<file path="src/hw/rtl/cmr_pkg.sv">
// ----------------------------------------------------------------------------
// cmr_pkg
// Shared widths and item types for the complex modulus replacement block.
// ----------------------------------------------------------------------------
package cmr_pkg;

    localparam int W   = 24;      // sample width
    localparam int F   = 16;      // fraction bits
    localparam int W2  = 2 * W;   // square / product width
    localparam int FIFO_DEPTH = 4;
    localparam int FIFO_AW    = $clog2(FIFO_DEPTH);

    // classified sample as handed from front to back
    typedef struct packed {
        logic [W-1:0]  re_abs;
        logic [W-1:0]  im_abs;
        logic          re_neg;
        logic          im_neg;
        logic [W-1:0]  target;
        logic [W2-1:0] sumsq;
        logic          last;
    } t_item;

    typedef struct packed {
        logic full;
        logic empty;
    } t_fifo_stat;

endpackage

</file>
<file path="src/hw/rtl/cmr_front.sv">
// ----------------------------------------------------------------------------
// cmr_front
// Accepts samples, splits sign and magnitude and forms re^2 + im^2.
// ----------------------------------------------------------------------------
module cmr_front (
    input  logic                      i_clk,
    input  logic                      i_rst_n,
    input  logic                      i_valid,
    output logic                      o_ready,
    input  logic [cmr_pkg::W-1:0]     i_re,
    input  logic [cmr_pkg::W-1:0]     i_im,
    input  logic [cmr_pkg::W-1:0]     i_target,
    input  logic                      i_last,
    input  cmr_pkg::t_fifo_stat       i_stat,
    output logic                      o_push,
    output cmr_pkg::t_item            o_item
);

    logic           r_v;
    cmr_pkg::t_item r_item;
    cmr_pkg::t_item n_item;
    logic [cmr_pkg::W-1:0] re_abs;
    logic [cmr_pkg::W-1:0] im_abs;

    assign o_ready = !r_v || !i_stat.full;
    assign o_push  = r_v && !i_stat.full;
    assign o_item  = r_item;

    // two's complement negate also covers the most negative value
    assign re_abs = i_re[cmr_pkg::W-1] ? (~i_re + 1'b1) : i_re;
    assign im_abs = i_im[cmr_pkg::W-1] ? (~i_im + 1'b1) : i_im;

    always_comb begin
        n_item.re_abs = re_abs;
        n_item.im_abs = im_abs;
        n_item.re_neg = i_re[cmr_pkg::W-1];
        n_item.im_neg = i_im[cmr_pkg::W-1];
        n_item.target = i_target;
        n_item.sumsq  = cmr_pkg::W2'(re_abs) * cmr_pkg::W2'(re_abs)
                      + cmr_pkg::W2'(im_abs) * cmr_pkg::W2'(im_abs);
        n_item.last   = i_last;
    end

    always_ff @(posedge i_clk) begin
        if (!i_rst_n) begin
            r_v <= 1'b0;
        end else if (o_ready) begin
            r_v <= i_valid;
        end
    end

    always_ff @(posedge i_clk) begin
        if (o_ready && i_valid) begin
            r_item <= n_item;
        end
    end

endmodule

</file>
<file path="config.mk">
export PLATFORM = sky130hd
export DESIGN_NAME = cmr_front
export DESIGN_NICKNAME = d
export VERILOG_FILES = /design/src/hw/rtl/cmr_pkg.sv /design/src/hw/rtl/cmr_front.sv
export SDC_FILE = /design/constraint.sdc
export NUM_CORES = 2
export LEC_CHECK = 0
export BUFFER_PORTS_ARGS = -buffer_cell sky130_fd_sc_hd__buf_2
export CAP_MARGIN = 20
export CELL_PAD_IN_SITES_DETAIL_PLACEMENT = 1
export CELL_PAD_IN_SITES_GLOBAL_PLACEMENT = 1
export CORE_ASPECT_RATIO = 0.5
export CORE_MARGIN = 4
export CORE_UTILIZATION = 45
export CTS_CLUSTER_DIAMETER = 150
export DETAILED_ROUTE_END_ITERATION = 12
export PLACE_DENSITY = 0.75
export SETUP_SLACK_MARGIN = 0.5
export SYNTH_ARGS = -nofsm -noshare
export SYNTH_HDL_FRONTEND = slang
export SYNTH_SLANG_ARGS = --single-unit
</file>
<file path="constraint.sdc">
create_clock -name i_clk -period 21.2 [get_ports i_clk]
set_input_delay 2.12 -clock i_clk [delete_from_list [all_inputs] [get_ports i_clk]]
set_output_delay 2.12 -clock i_clk [all_outputs]
set_load 0.01 [all_outputs]
</file>
Word level (Yosys, flattened, before mapping) --
Index checks and enable logic that the tools add are counted.
Word-level totals: bits in registers 124, output and inout port bits 125, word-level logic and storage cells 22
Cells by class: reduce and logical (&&, ||, !) cells 5, $mul 2, $add $sub $neg 3, mux-type cells 2, bitwise operators 2
Operators by type and width (count):
- $mul 24x24->48 | 2
- $add 24x1->24 const B | 2
- $add 48x48->48 | 1
- $mux 24 | 2
- $not 24->24 | 2
- $logic_and 1x1->1 | 2
- $logic_not 1->1 | 2
- $logic_or 1x1->1 | 1

Longest topological paths before layout --
depth after elaboration 5, gate-level depth with buffers 39, depth with buffers taken out 36

Worst setup path before layout --
No wires, ideal clock.
path type input to register, from in i_re[0] (netlist bit), to reg r_item, in the netlist o_item[48] (data pin), buffers on the path 4, arrival time 11792 ps, setup slack 9147 ps, required time 20939 ps, stages 36, library setup time 261 ps, path through clkbuf_1 -> inv_1 -> clkbuf_1 -> ha_1 -> nand2b_1 -> nand2b_1 -> nand2b_1 -> or4_1 -> o41a_1 -> xor2_1 -> inv_1 -> buf_2 -> nor2_1 -> fa_1 -> fa_1 -> inv_1 -> fa_1 -> fa_1 -> fa_1 -> inv_1 -> fa_1 -> fa_1 -> inv_1 -> fa_1 -> inv_1 -> fa_1 -> ha_1 -> clkbuf_1 -> a211oi_1 -> o211ai_1 -> a221oi_1 -> o21ai_0 -> a31o_2 -> a311o_1 -> o21ai_0 -> xnor2_1
RTL lines:
- start: declaration | line cmr_front.sv:10 | input logic [cmr_pkg::W-1:0] i_re,
- end signal: assignment | line cmr_front.sv:54 | r_item <= n_item;
- end: declaration | line cmr_front.sv:20 | cmr_pkg::t_item r_item;

==> metrics.yaml <==
run_status:
  status: "finished, final reports clean"
route:
  vias: 25471
  ant_nets: 0
  wl_per_cell_um: 19.94
  vias_per_cell: 5.057
  drcViolationCount: 0
  drt_wl_total_um: 100400
  firstDrtPassIters: 5
  drt_iter0_drc: 1271
setup_path:
  crit_top_cell: "fa_1"
  critical_path_arrival_ps: 13770
  slowest_delay_ps: 1060
  crit_path_end: "o_item[41]"
  startpoint_type: "input pin"
  reg2reg_from: "r_v"
  reg2reg_depth: 3
  cp_max_fo: 15
  path_class: "in -> reg"
  cp-startpoint: "i_re[0]"
  end_kind: "register"
  worstPathRequired_ps: 21430
  r2r-end: "o_item[37]"
  slowest_stage: "a2111oi_0"
  ff2ff_setup_slack_ps: 19370
synth:
  postSynthAreaPerCell_um2: 9.865
  synth_ff_type: "edfxtp_1"
  synth_area_um2: 36690
  synth_cell_type_count: 67
  synthCells: 3719
  yosys.area.top_type: "fa_1"
  synth_edf_count: 123
  async_flop_share_pct: 0
  ys.warnings.count: 0
  synth_top_cell_area_share_pct: 51.29
  synthTopCellsByCount: "inv_1, fa_1, nand2_1"
  synth_most_common_cell: "inv_1"
  synth-seq-area-share_pct: 10.12
  netlist_top_cells_area: "fa_1, inv_1, ha_1"
  ys_seq_elements: 124
final_layout:
  drive_gt1_share_pct: 8.456
  final_area_um2: 39920
  nets: 5274
  num_antenna_cells: 0
  syn_to_final_growth_pct: 8.820
  num-fill-cells: 9151
grt:
  grt_overflow_total: 0
  antenna_found_initial: 0
  grt_pass1_wl_um: 161600
  grt_max_degree: 56
  grt_use_total_pct: 24.61
  grt_pass1_vias: 30508
sta:
  finalSetupViolCount: 0
  clock-skew-final_ps: 11.25
  finalMaxSlewViolations: 0
  worst_pin_slew_ps: 1175
  relSlewSlack_pct: 19.66
  final_hold_viol_count: 0
  holdWs_ps: 541.4
  timing.final.crit_share_pct: 63.86
  min_period_ps: 13540
  fmax_mhz: 73.86
  rsz0062_at_grt: "false"
  fin_tns_setup_ps: 0
clock_network:
  cts-htree-levels: 4
  cts_root_buf: "clkbuf_16"
  clkLatencyLatePin_ps: 520
  post_cts_buffers: 0
  path_clk_slew_ps: 60
  postCtsHoldBufs: 0
  cts_tree: "done"
  numCtsBuffers: 17
  post_cts_resized: 0
  cts_buffer_depth: 2
  cts_sinks: 124
floorplan:
  initial_core_util_pct: 45.80
  io_pins: 203
  die_area_um2: 86440
  die_x_um: 411.8
  core_um2: 80100
  die_y_um: 209.9
  num_rows: 73
placement:
  finalWeightedCongestion: 0.8941
  placed_area_um2: 39350
  hpwlAfterDp_um: 87410
  port_buffers: 201
run:
  maxCapViolations: 0
hold_path:
  holdCritPathClass: "reg -> reg"
[how the worst min path moves through the flow]
stage | startpoint | end | cells past startpoint
after global routing | r_v | r_v | 2
after detailed placement | r_v | r_v | 2
after CTS | r_v | r_v | 2
after floorplan | r_v | r_v | 2
final | r_v | r_v | 2
after global placement | r_v | r_v | 2
[critical path: cells and delay by family]
family | cells | cell delay (ps)
buffers and inverters | 11 | 1760
AO/OA/AOI/OAI | 4 | 2330
XOR/XNOR | 1 | 150
adder cells (fa/ha/maj) | 11 | 5050
AND/OR/NAND/NOR | 10 | 2350
[per-stage QoR]
step | util (%) | setup WS (ps) | std cells
finish | 49.84 | 7661 | 5037
global route | 49.84 | 7282 | 5037
CTS | 49.84 | 7926 | 5037
detailed placement | 49.12 | 7391 | 5005
global placement | 49.12 | 7624 | 5005
floorplan | - | 9147 | 3755
[kinds of logic (layout without fill, tap and decap cells)]
| family | after synthesis | in the layout | share of synthesized area (%) |
|---|---|---|---|
| buf+inv | 1354 | 1549 | 13.93 |
| fa+ha+maj | 1259 | 1259 | 62.17 |
| simple gates | 685 | 685 | 7.749 |
| compound gates | 198 | 198 | 3.537 |
| flops | 124 | 124 | 10.12 |
| xor+xnor | 94 | 94 | 2.387 |
| mux | 3 | 3 | 0.08186 |
| other cells | 2 | 38 | 0.02047 |
[layout make-up]
type	instances	area [um^2]	share of cell area, %
Inverter	1257	4718	11.82
Sequential cell	124	3714	9.302
Timing Repair Buffer	260	1449	3.629
Clock inverter	15	150.1	0.3761
Clock buffer	17	425.4	1.066
Tap cell	1087	1360	3.407
Multi-Input combinational cell	2277	28110	70.40
[flip-flops by register name, summed over array words and instances, names as in the netlist]
register,cells
o_item,123
r_v,1
[per-layer routing]
layer	GRT usage (%)	routed length (um)
met4	7.710	2837
met5	0	0
met1	29.76	38440
met2	45.18	53790
met3	3.849	5345
[cells in the final DEF (no fill, tap or decap), types with 8 or more instances in the layout]
cell type / n
and2_1: 13
nand2_1: 331
conb_1: 38
nor3_1: 10
xor2_1: 36
o21ai_0: 36
nand2b_1: 12
xnor2_2: 10
fa_1: 940
a21oi_1: 54
ha_1: 319
inv_2: 10
clkbuf_16: 17
buf_2: 201
nor2_1: 261
a21o_1: 28
inv_1: 1241
buf_4: 59
xnor2_1: 40
o31ai_1: 10
nand3_1: 11
edfxtp_1: 123
o211ai_1: 8
Power is left out: the tool's default activity adds up to more than one toggle a clock period on the data nets, which glitch-free logic cannot reach.
