==> config.mk <==
export PLATFORM = sky130hd
export DESIGN_NAME = cmr_fifo
export DESIGN_NICKNAME = d
export VERILOG_FILES = /design/src/hw/rtl/cmr_pkg.sv /design/src/hw/rtl/cmr_fifo.sv
export SDC_FILE = /design/constraint.sdc
export NUM_CORES = 1
export LEC_CHECK = 0
export BUFFER_PORTS_ARGS = -buffer_cell sky130_fd_sc_hd__clkbuf_2
export CAP_MARGIN = 15
export CORE_AREA = 2 2 232 234
export CTS_CLUSTER_SIZE = 30
export DETAILED_ROUTE_END_ITERATION = 16
export DIE_AREA = 0 0 234 236
export GPL_ROUTABILITY_DRIVEN = 0
export GPL_TIMING_DRIVEN = 0
export PLACE_DENSITY = 0.52
export SYNTH_ARGS = -nofsm -noshare
export SYNTH_HDL_FRONTEND = slang
export SYNTH_SLANG_ARGS = --single-unit
==> constraint.sdc <==
create_clock -name i_clk -period 8.9 [get_ports i_clk]
set_input_delay 2.225 -clock i_clk [delete_from_list [all_inputs] [get_ports i_clk]]
set_output_delay 2.225 -clock i_clk [all_outputs]
set_load 0.02 [all_outputs]
==> src/hw/rtl/cmr_pkg.sv <==
// ----------------------------------------------------------------------------
// cmr_pkg
// Shared widths and item types for the complex modulus replacement block.
// ----------------------------------------------------------------------------
package cmr_pkg;

    localparam int W   = 24;      // sample width
    localparam int F   = 16;      // fraction bits
    localparam int W2  = 2 * W;   // square / product width
    localparam int FIFO_DEPTH = 4;
    localparam int FIFO_AW    = $clog2(FIFO_DEPTH);

    // classified sample as handed from front to back
    typedef struct packed {
        logic [W-1:0]  re_abs;
        logic [W-1:0]  im_abs;
        logic          re_neg;
        logic          im_neg;
        logic [W-1:0]  target;
        logic [W2-1:0] sumsq;
        logic          last;
    } t_item;

    typedef struct packed {
        logic full;
        logic empty;
    } t_fifo_stat;

endpackage

==> src/hw/rtl/cmr_fifo.sv <==
// ----------------------------------------------------------------------------
// cmr_fifo
// Short queue of classified samples between front and back.
// ----------------------------------------------------------------------------
module cmr_fifo (
    input  logic                 i_clk,
    input  logic                 i_rst_n,
    input  logic                 i_push,
    input  cmr_pkg::t_item       i_item,
    input  logic                 i_pop_req,
    output logic                 o_pop,
    output cmr_pkg::t_item       o_item,
    output cmr_pkg::t_fifo_stat  o_stat
);

    cmr_pkg::t_item                r_mem [cmr_pkg::FIFO_DEPTH];
    logic [cmr_pkg::FIFO_AW-1:0]   r_wp;
    logic [cmr_pkg::FIFO_AW-1:0]   r_rp;
    logic [cmr_pkg::FIFO_AW:0]     r_cnt;

    assign o_stat.full  = (r_cnt == (cmr_pkg::FIFO_AW+1)'(cmr_pkg::FIFO_DEPTH));
    assign o_stat.empty = (r_cnt == '0);
    assign o_pop        = i_pop_req && !o_stat.empty;
    assign o_item       = r_mem[r_rp];

    always_ff @(posedge i_clk) begin
        if (!i_rst_n) begin
            r_wp  <= '0;
            r_rp  <= '0;
            r_cnt <= '0;
        end else begin
            if (i_push) r_wp <= r_wp + 1'b1;
            if (o_pop)  r_rp <= r_rp + 1'b1;
            r_cnt <= r_cnt + (cmr_pkg::FIFO_AW+1)'(i_push) - (cmr_pkg::FIFO_AW+1)'(o_pop);
        end
    end

    always_ff @(posedge i_clk) begin
        if (i_push) begin
            r_mem[r_wp] <= i_item;
        end
    end

endmodule

## Yosys cells after proc, flatten, opt, wreduce, memory -nomap -nowiden

Memory sizes are Yosys's and may differ from the RTL's. A register that Yosys moved wholly into a read port is not among the register bits.
Index checks and enable logic that the tools add are counted.

| word-level totals | value |
|---|---|
| bits in registers | 7 |
| bits in latches | 0 |
| bits in writable memories | 492 |
| bits in read-only memories | 0 |
| input bits | 127 |
| word-level logic and storage cells | 16 |
| memories | 1 |

Memory list:

| name | words | bits a word | rd ports | clocked after memory_dff | wr ports | RTL line | source |
|---|---|---|---|---|---|---|---|
| r_mem | 4 | 123 | 1 | 1 | 1 | cmr_fifo.sv:16 | `cmr_pkg::t_item r_mem [cmr_pkg::FIFO_DEPTH];` |

| operators by class | value |
|---|---|
| add/sub/neg operators | 4 |
| $mul | 0 |
| div/mod/pow operators | 0 |
| magnitude comparators | 0 |
| eq/ne operators | 1 |
| shift operators | 0 |
| mux-type cells | 4 |
| bitwise operators | 0 |
| reductions and logical operators | 3 |

Operators with widths:

| cell | count |
|---|---|
| $add A2 B1 Y2 const B | 2 |
| $mux W2 | 2 |
| $add A3 B1 Y3 | 1 |
| $eq A3 B3 Y1 const B | 1 |
| $logic_not A3 Y1 | 1 |
| $sub A3 B1 Y3 | 1 |
| $mux W1 | 2 |
| $logic_and A1 B1 Y1 | 1 |
| $logic_not A1 Y1 | 1 |

## Longest topological paths before layout

| logic depth | value |
|---|---|
| depth in word-level cells | 5 |
| depth in mapped cells | 8 |
| gate-level depth less buffers | 8 |

## Worst setup path before layout

Ideal clock, no wire load.

| timing | value |
|---|---|
| path type | input port to flip-flop |
| start point | input i_push |
| end point | memory r_mem[0][0] in the netlist's numbering (enable) |
| setup time | 0.496 ns |
| data arrival time | 5.046 ns |
| data required time | 8.404 ns |
| setup slack | 3.357 ns |
| cell stages on the path | 1 |
| path through | and2_1 |

| on the way | value |
|---|---|
| word-level cells in the longest chain between the ends | 2 |

Ends and longest elaborated chain:

| item | RTL line | source |
|---|---|---|
| start: declaration | cmr_fifo.sv:8 | `input logic i_push,` |
| $mux W1 | cmr_fifo.sv:39 | `if (i_push) begin` |
| $mux W1 (implied by the code) | cmr_fifo.sv:40 | `r_mem[r_wp] <= i_item;` |
| end: declaration | cmr_fifo.sv:16 |  |

Every way passes these cells.

## Worst setup path after layout

| timing | value |
|---|---|
| start point | input i_pop_req |
| end point | output o_pop |

| on the way | value |
|---|---|
| word-level cells in the longest chain between the ends | 1 |

Ends and longest elaborated chain:

| item | RTL line | source |
|---|---|---|
| start: declaration | cmr_fifo.sv:10 | `input logic i_pop_req,` |
| $logic_and A1 B1 Y1 | cmr_fifo.sv:23 | `assign o_pop = i_pop_req && !o_stat.empty;` |
| end: declaration | cmr_fifo.sv:11 | `output logic o_pop,` |

Every way passes these cells.

==> metrics.csv <==
stage;metric;value;unit
clocking;CTS Buffer Depth;3;
worst_setup_path;CP max stage delay;0.25;ns
global_route;number of global-route vias before repair;8920;
drt;routed len/inst;21.5;microns
power_and_ir_drop;Leak;0.00746;uW
power_and_ir_drop;Switching Share;26.4;%
synth;synth warn;0;
worst_setup_path;reg2reg setup slack;6.87;ns
worst_setup_path;worst path bufs/invs;2;
clocking;CTS H-Tree Depth;2;
worst_setup_path;Setup crit start kind;input pin;
sta;Finish-stage setup viols;0;
sta;worst rel slew slack;50.7;%
clocking;CTS tree;done;
sta;Max Transition Viols Final;0;
synth;Post-Synthesis Net Count;821;
sta;Worst-Margin Slew;0.740;ns
die;initial core utilization;34.3;%
clocking;cts bufs inserted;53;
outcome;run status;finished clean;
sta;Fin. Hold Viols;0;
synth;Cell Area, Synth;18200;sq um
placement;port bufs;252;
run;max cap viols;0;
worst_setup_path;most used cell, CP;clkbuf_2;
sta;Final Cycle Share;56.4;%
drt;post-route ant nets;0;
sta;Worst Clk Skew;0.0151;ns
power_and_ir_drop;Seq pwr share;45.9;%
finish;Nets;1140;
die;Ports;253;
clocking;post-CTS setup buffers;0;
finish;Syn-to-layout area delta;22.1;%
clocking;clock slew at reported path FFs;0.05;ns
global_route;Total GRT Usage;13.8;%
worst_setup_path;Slowest-stage cell, CP;o31a_1;
placement;dpl hpwl;23400;microns
power_and_ir_drop;Comb power frac;20.0;%
clocking;CTS Hold Buffers Added;0;
synth;Synth Instances;687;
worst_setup_path;critical path type;in2out;
finish;fill count;4635;
global_route;initial antenna violation count;4;
die;DIE AREA;55200;sq um
power_and_ir_drop;Psw;1580;uW
die;Die X;234;microns
synth;synthesized area per cell;26.5;sq um
finish;share of cells above drive strength 1;46.1;%
sta;Fmax achieved;0.199;GHz
drt;wirelength, routed;37500;microns
die;Die Y;236;microns
sta;Sum Neg Setup Slack;0;ns
power_and_ir_drop;Clock power frac;34.1;%
die;Core Area;53100;sq um
global_route;pin count of the biggest net entering global routing;39;
synth;FF+latch count, synth;501;
power_and_ir_drop;PD cells;269;nW/um^2
global_route;GRT overflow;0;
drt;DR vias;8224;
clocking;worst skew pair latency;0.59;ns
clocking;CTS sink count;501;
clocking;PostCTS Resize Cnt;0;
power_and_ir_drop;Int Power;4400;uW
clocking;clk root buf;clkbuf_16;
worst_setup_path;critical path's top delay family;buffers and inverters;
worst_setup_path;Worst EP required;6.68;ns
power_and_ir_drop;Max VDD drop;0.173;mV
worst_setup_path;crit path max fanout;4;
die;Site Rows;85;
finish;fin cells;1740;
sta;Tmin final;5.02;ns
finish;Register Area;15000;sq um
worst_setup_path;crit path DAT;2.80;ns
synth;Seq/Total Area, Yosys;82.1;%
worst_setup_path;crit end category;output port;
synth;Yosys cell types;21;
min_path;Hold Path Class;reg2reg;
drt;Vias/cell;4.73;
finish;multi-input logic area;3050;sq um
global_route;global-route wire length before repair;56300;microns
sta;RSZ-0062 raised after global routing;no;
placement;# placed instances;1647;
drt;DR pass1 iterations;4;
drt;number of remaining DRC errors;0;
drt;initial DRC count;508;
worst_setup_path;Cell Chain, Critical Path;clkbuf_2 > o31a_1 > clkbuf_2;
[per-layer routing]
layer	vias to the layer above	global-route usage [%]	share of wire, %
met5	-	0	0.12
li1	3627	-	-
met4	8	4.76	2.5
met1	4295	17.9	42
met3	68	4.36	7.9
met2	226	21.9	48
[power by group through the flow]
| stage | sequential (uW) | combinational [uW] | clock (uW) |
|---|---|---|---|
| after floorplan | 2800 | 814 | 0 |
| after global placement | 2820 | 1220 | 0 |
| after detailed placement | 2800 | 1240 | 0 |
| after CTS | 2750 | 1240 | 2120 |
| after global routing | 2750 | 1300 | 2210 |
| final | 2750 | 1200 | 2040 |
[worst reg2reg max path, cell delays in order (launching register included)]
cell     delay [ns]
dfxtp_1        0.36
o31a_1         0.39
ha_1           0.31
inv_1          0.06
ha_1           0.13
inv_1          0.05
fa_1           0.39
xnor3_1        0.18
nor2b_1        0.11
[stage by stage]
stage / setup slack, ns / total power [uW] / cell area, sq um / hold WS, ns / utilization, %
after floorplan: 3.36 / 3620 / 18200 / 0.449 / -
after global placement: 0.294 / 4040 / 20300 / 0.458 / 38.3
after detailed placement: 3.87 / 4030 / 20600 / 0.473 / 38.9
after CTS: 3.86 / 6110 / 22200 / 0.486 / 41.9
after global routing: 3.83 / 6260 / 22200 / 0.502 / 41.9
final: 3.88 / 5980 / 22200 / 0.482 / 41.9
[final timing paths]
path                                 from  endpoint  cells past startpoint
worst min register to register    r_rp[1]   r_rp[1]                      2
worst max register to register   r_cnt[1]  r_cnt[2]                      8
worst max-delay path            i_pop_req     o_pop                      3
worst min-delay path              r_rp[1]   r_rp[1]                      2
[registers in the layout, indices dropped and copies added, names as in the netlist, named ones only]
| register | flops |
|---|---|
| r_cnt | 3 |
| r_rp | 2 |
| r_wp | 2 |
| r_mem | 492 |
[synth_stat cells, drive strengths merged]
| master | instances | area share [%] |
|---|---|---|
| clkbuf | 5 | 0.10 |
| nor3 | 1 | 0.027 |
| nand2b | 2 | 0.069 |
| nand2 | 2 | 0.041 |
| buf | 23 | 0.96 |
| ha | 6 | 0.41 |
| nor2b | 3 | 0.10 |
| xor2 | 1 | 0.048 |
| fa | 1 | 0.11 |
| o31a | 1 | 0.048 |
| mux4 | 123 | 15 |
| and2 | 6 | 0.21 |
| o311ai | 1 | 0.048 |
| nor3b | 1 | 0.041 |
| inv | 5 | 0.10 |
| edfxtp | 492 | 81 |
| mux2i | 4 | 0.22 |
| dfxtp | 9 | 0.99 |
| xnor3 | 1 | 0.12 |
[cell families after synthesis]
logic type | after synthesis | share of synthesized area [%]
flip-flops | 501 | 82.1
AND/OR/NAND/NOR | 15 | 0.488
buffers and inverters | 33 | 1.17
multiplexers | 127 | 15.4
AO/OA/AOI/OAI | 2 | 0.0962
adder cells (fa/ha/maj) | 7 | 0.522
XOR/XNOR | 2 | 0.172
[layout make-up]
class                   instances  share of cell area (%)
flip-flops and latches        501                    67.3
well taps                     696                    3.92
clock buffers                  68                    6.41
plain buffers                  28                   0.872
clock inverters                24                   0.793
diodes                          1                  0.0113
inverters                       5                  0.0844
repair buffers                264                    6.92
multi-input cells             153                    13.7
[cells in the final DEF, fill, tap and decap left out, types with 6 or more instances in the layout]
cell type | Yosys | layout
buf_12 | 0 | 7
edfxtp_1 | 492 | 492
mux4_2 | 123 | 123
clkinv_1 | 0 | 12
buf_2 | 14 | 14
clkbuf_1 | 5 | 18
clkbuf_16 | 0 | 55
ha_1 | 6 | 6
dfxtp_1 | 9 | 9
clkbuf_2 | 0 | 252
buf_6 | 8 | 8
(Power assumes the default switching activity.)
